--- src/hw/rtl/rfd_pkg.sv ---
// Shared constants for the refraction direction pipeline
package rfd_pkg;

	localparam int DEF_COMPONENT_WIDTH = 32;
	localparam int DEF_FRACTION_BITS   = 16;

endpackage

--- src/hw/rtl/rfd_sqrt_cell.sv ---
// One cell of the square-root chain: settles one root bit per item
module rfd_sqrt_cell
	import rfd_pkg::*;
#(
	parameter int VW  = DEF_COMPONENT_WIDTH + DEF_FRACTION_BITS - 1,
	parameter int NB  = (DEF_COMPONENT_WIDTH + DEF_FRACTION_BITS) / 2,
	parameter int BIT = 0
) (
	input  logic          clk,
	input  logic          en,
	input  logic [VW-1:0] rem_i,
	input  logic [NB-1:0] root_i,
	output logic [VW-1:0] rem_q,
	output logic [NB-1:0] root_q
);

	logic [VW+1:0] remx;
	logic [VW+1:0] trial;
	logic [VW+1:0] diff;

	// trial = (2*root + 2^BIT) * 2^BIT, lower root bits are still clear
	assign remx  = {2'b00, rem_i};
	assign trial = ({{(VW+2-NB){1'b0}}, root_i} << (BIT + 1)) + ((VW+2)'(1) << (2 * BIT));
	assign diff  = remx - trial;

	always_ff @(posedge clk) begin
		if (en) begin
			if (remx >= trial) begin
				rem_q  <= diff[VW-1:0];
				root_q <= root_i | (NB'(1) << BIT);
			end else begin
				rem_q  <= rem_i;
				root_q <= root_i;
			end
		end
	end

endmodule

--- config.mk ---
export PLATFORM = sky130hd
export DESIGN_NAME = rfd_sqrt_cell
export DESIGN_NICKNAME = d
export VERILOG_FILES = /design/src/hw/rtl/rfd_pkg.sv /design/src/hw/rtl/rfd_sqrt_cell.sv
export SDC_FILE = /design/constraint.sdc
export NUM_CORES = 1
export LEC_CHECK = 0
export ABC_CLOCK_PERIOD_IN_PS = 9700
export BUFFER_PORTS_ARGS = -buffer_cell sky130_fd_sc_hd__buf_4
export CORE_UTILIZATION = 30
export DETAILED_ROUTE_END_ITERATION = 10
export PLACE_DENSITY = 0.63
export SYNTH_ARGS = -nofsm -noshare
export SYNTH_HDL_FRONTEND = slang
export SYNTH_SLANG_ARGS = --single-unit
--- constraint.sdc ---
create_clock -name clk -period 9.7 [get_ports clk]
set_input_delay 0.97 -clock clk [delete_from_list [all_inputs] [get_ports clk]]
set_output_delay 0.97 -clock clk [all_outputs]
set_load 0.05 [all_outputs]
==> results by group <==
Clocking
  – Clock transition at path regs: 60 ps
  – H-Tree Depth: 3
  – Post-CTS Resized: 0
  – Root buf cell: clkbuf_16
  – Clock Sinks: 71
  – CTS tree: yes
  – # hold bufs at CTS: 0
  – Num CTS Buffers: 9
  – Number of post-CTS setup repair buffers: 0
  – Longest Clk Path Bufs: 2

Synthesis
  – Syn_area_per_cell: 9.93 sq um
  – #FFs+latches synth: 71
  – Gate Count Post-Synth: 450
  – Seq/Total Area, Yosys: 0.477
  – Post-synth EDFFs: 71
  – Netlist cell types: 46
  – Number of synthesis warnings: 0
  – Syn Nets: 549
  – Asr flop ratio synth: 0
  – Synth Cell Area: 0.00447 sq mm
  – Ys flop type: edfxtp_1

Global routing
  – Initial antenna violation count: 0
  – First-pass GRT wire length: 18200 microns
  – GRT Residual Overflow: 0
  – Largest net degree at the start of global routing: 72
  – Vias in the first global route: 3784
  – Total Routing Usage GR: 0.156

Detailed routing
  – Antenna-violating nets left: 0
  – WL/cell: 15.5 microns
  – Vias per inst: 5.02
  – Met2 WL: 5720 microns
  – Top sig layer: met4
  – Router iterations before antenna repair: 5
  – Residual DRC: 0
  – Wire length on met1: 5260 microns
  – Post-Route WL: 12000 microns
  – Total number of vias: 3900
  – DR WL met3: 773 microns
  – Iteration-0 DRC count of the detailed router: 286

Finish
  – Most frequent cells in the layout: buf_4, edfxtp_1, nor2_1
  – Footprint of the multi-input gates: 0.00213 sq mm
  – Syn-to-layout area delta: 33.1%
  – Antenna Cells: 0
  – Filler instances: 1460
  – Design area: 0.00595 sq mm
  – NumNets Final: 687
  – Sequential Area: 0.00213 sq mm
  – Ratio of cells with drive above 1 in the final layout: 0.273
  – Commonest non-fill, non-tap cell in the layout: buf_4

Power
  – VDD IR-drop max: 0.0000702 V
  – P per Cell Area: 170 mW/mm^2
  – Leakage power: 0.00241 uW

Outcome
  – Status: finished, final reports clean

Timing
  – Setup violators final: 0
  – Slew HR: 0.328
  – Fin. max-slew vios: 0
  – Minimum clock period: 3880 ps
  – RSZ-0062 raised after global routing: no
  – Maximum clock rate: 258 MHz
  – Fin Setup TNS: 0 ps
  – Fin crit share: 0.400
  – Final hold violations: 0
  – Slew @ Worst Pin: 983 ps

Flow run
  – Max-Cap Viols: 0

Floorplanning
  – Width of the die: 124 microns
  – Placeable Area: 0.0145 sq mm
  – Die H: 124 microns
  – Io pins: 144
  – Row cnt: 44
  – Die Area: 0.0154 sq mm
  – Initial core utilization: 0.308

Setup path
  – Critical path origin: rem_i[30]
  – Slowest-stage cell, CP: or4_4
  – Crit path DAT: 3950 ps
  – Crit path cell chain: buf_4 > or4_4 > or4_4 > or3_4 > or3_1 > nor3_2 > buf_4 > a2111oi_0 > xor2_1
  – Crit Path Class: input port to flip-flop
  – Startpoint Class: input port
  – CP max FO: 20
  – CP required: 9770 ps
  – Delay of the slowest critical-path stage: 560 ps
  – Worst setup EP type: flip-flop
  – Critical Path End: rem_q[26]$_DFFE_PP_

Worst hold path
  – Hold WC Path Type: input port to flip-flop

Placed design
  – IO Port Bufs: 143
  – Area post-placement: 0.00569 sq mm
  – Global placement routability congestion: 0.799
  – Detailed-placement wirelength estimate: 9140 microns
critical path, delay by kind of cell:
family | cells | cell delay, ps
simple gates | 5 | 2240
buf+inv | 2 | 460
xor+xnor | 1 | 160
compound gates | 1 | 120
where the power goes:
part           internal (uW)  switching [uW]  total [uW]
combinational            110             220         330
sequential               381            10.6         391
clock                    168             121         289
total                    658             352        1010
Yosys cell counts, types with 2 or more instances:
library cell  instances  area share
a2111oi_0             4      0.0078
a211oi_1              8       0.013
a21o_1                5      0.0084
a21oi_1              35       0.039
a31oi_1               5      0.0070
and2_1                3      0.0042
buf_2                 6      0.0067
buf_6                 2      0.0050
clkbuf_1              9      0.0076
edfxtp_1             71        0.48
ha_1                 25       0.070
inv_1                31       0.026
nand2_1              38       0.032
nand2b_1              3      0.0042
nand3_1              16       0.018
nand4_1              17       0.024
nor2_1               41       0.034
nor2b_1               2      0.0028
nor3_1               11       0.012
nor4_1               10       0.014
o211ai_1              2      0.0034
o21a_1                4      0.0067
o21ai_0              26       0.029
o21bai_1              3      0.0050
o31a_1                2      0.0039
o31ai_1               7       0.012
or3_1                 3      0.0042
or3_4                 2      0.0050
or4_4                 2      0.0050
xnor2_1              27       0.053
xor2_1               15       0.029
worst min path at each step:
| stage | start | to | slack (ps) | depth (start not counted) |
|---|---|---|---|---|
| floorplan | root_i[10] | root_q[10]$_DFFE_PP_ | 1070 | 0 |
| CTS | root_i[8] | root_q[8]$_DFFE_PP_ | 810 | 1 |
| global placement | root_i[3] | root_q[3]$_DFFE_PP_ | 1160 | 1 |
| global route | root_i[10] | root_q[10]$_DFFE_PP_ | 810 | 1 |
| finish | root_i[8] | root_q[8]$_DFFE_PP_ | 820 | 1 |
| detailed placement | root_i[20] | root_q[20]$_DFFE_PP_ | 1160 | 1 |
logic make-up after synthesis:
| logic type | Yosys count | share of synthesized area |
|---|---|---|
| xor+xnor | 42 | 0.0823 |
| simple gates | 153 | 0.169 |
| fa+ha+maj | 26 | 0.0745 |
| compound gates | 110 | 0.152 |
| buf+inv | 48 | 0.0454 |
| flops | 71 | 0.477 |
metal layers:
layer	GRT usage	vias to the layer above
met4	0.0670	0
met5	0	-
met2	0.250	129
li1	-	1945
met1	0.195	1808
met3	0.0421	18
layout make-up:
| cell class | count | area share |
|---|---|---|
| clock inverters | 7 | 0.00505 |
| inverters | 31 | 0.0196 |
| multi-input cells | 331 | 0.359 |
| well taps | 184 | 0.0387 |
| repair buffers | 144 | 0.182 |
| flip-flops and latches | 71 | 0.358 |
| clock buffers | 9 | 0.0379 |
through the flow:
step                power, uW  worst slack [ps]  hold WS, ps   util  std cells
finish                   1010              5820          821  0.409        777
global route             1060              5710          807  0.409        777
floorplan                 615              5880         1070      -        450
global placement          726              5510         1160  0.392        761
CTS                      1020              5850          810  0.409        777
detailed placement        728              5490         1160  0.392        761
flip-flops by register name, indices dropped and copies added (netlist names):
| register | cells |
|---|---|
| root_q | 24 |
| rem_q | 47 |
Power figures use the tool's default switching activity.
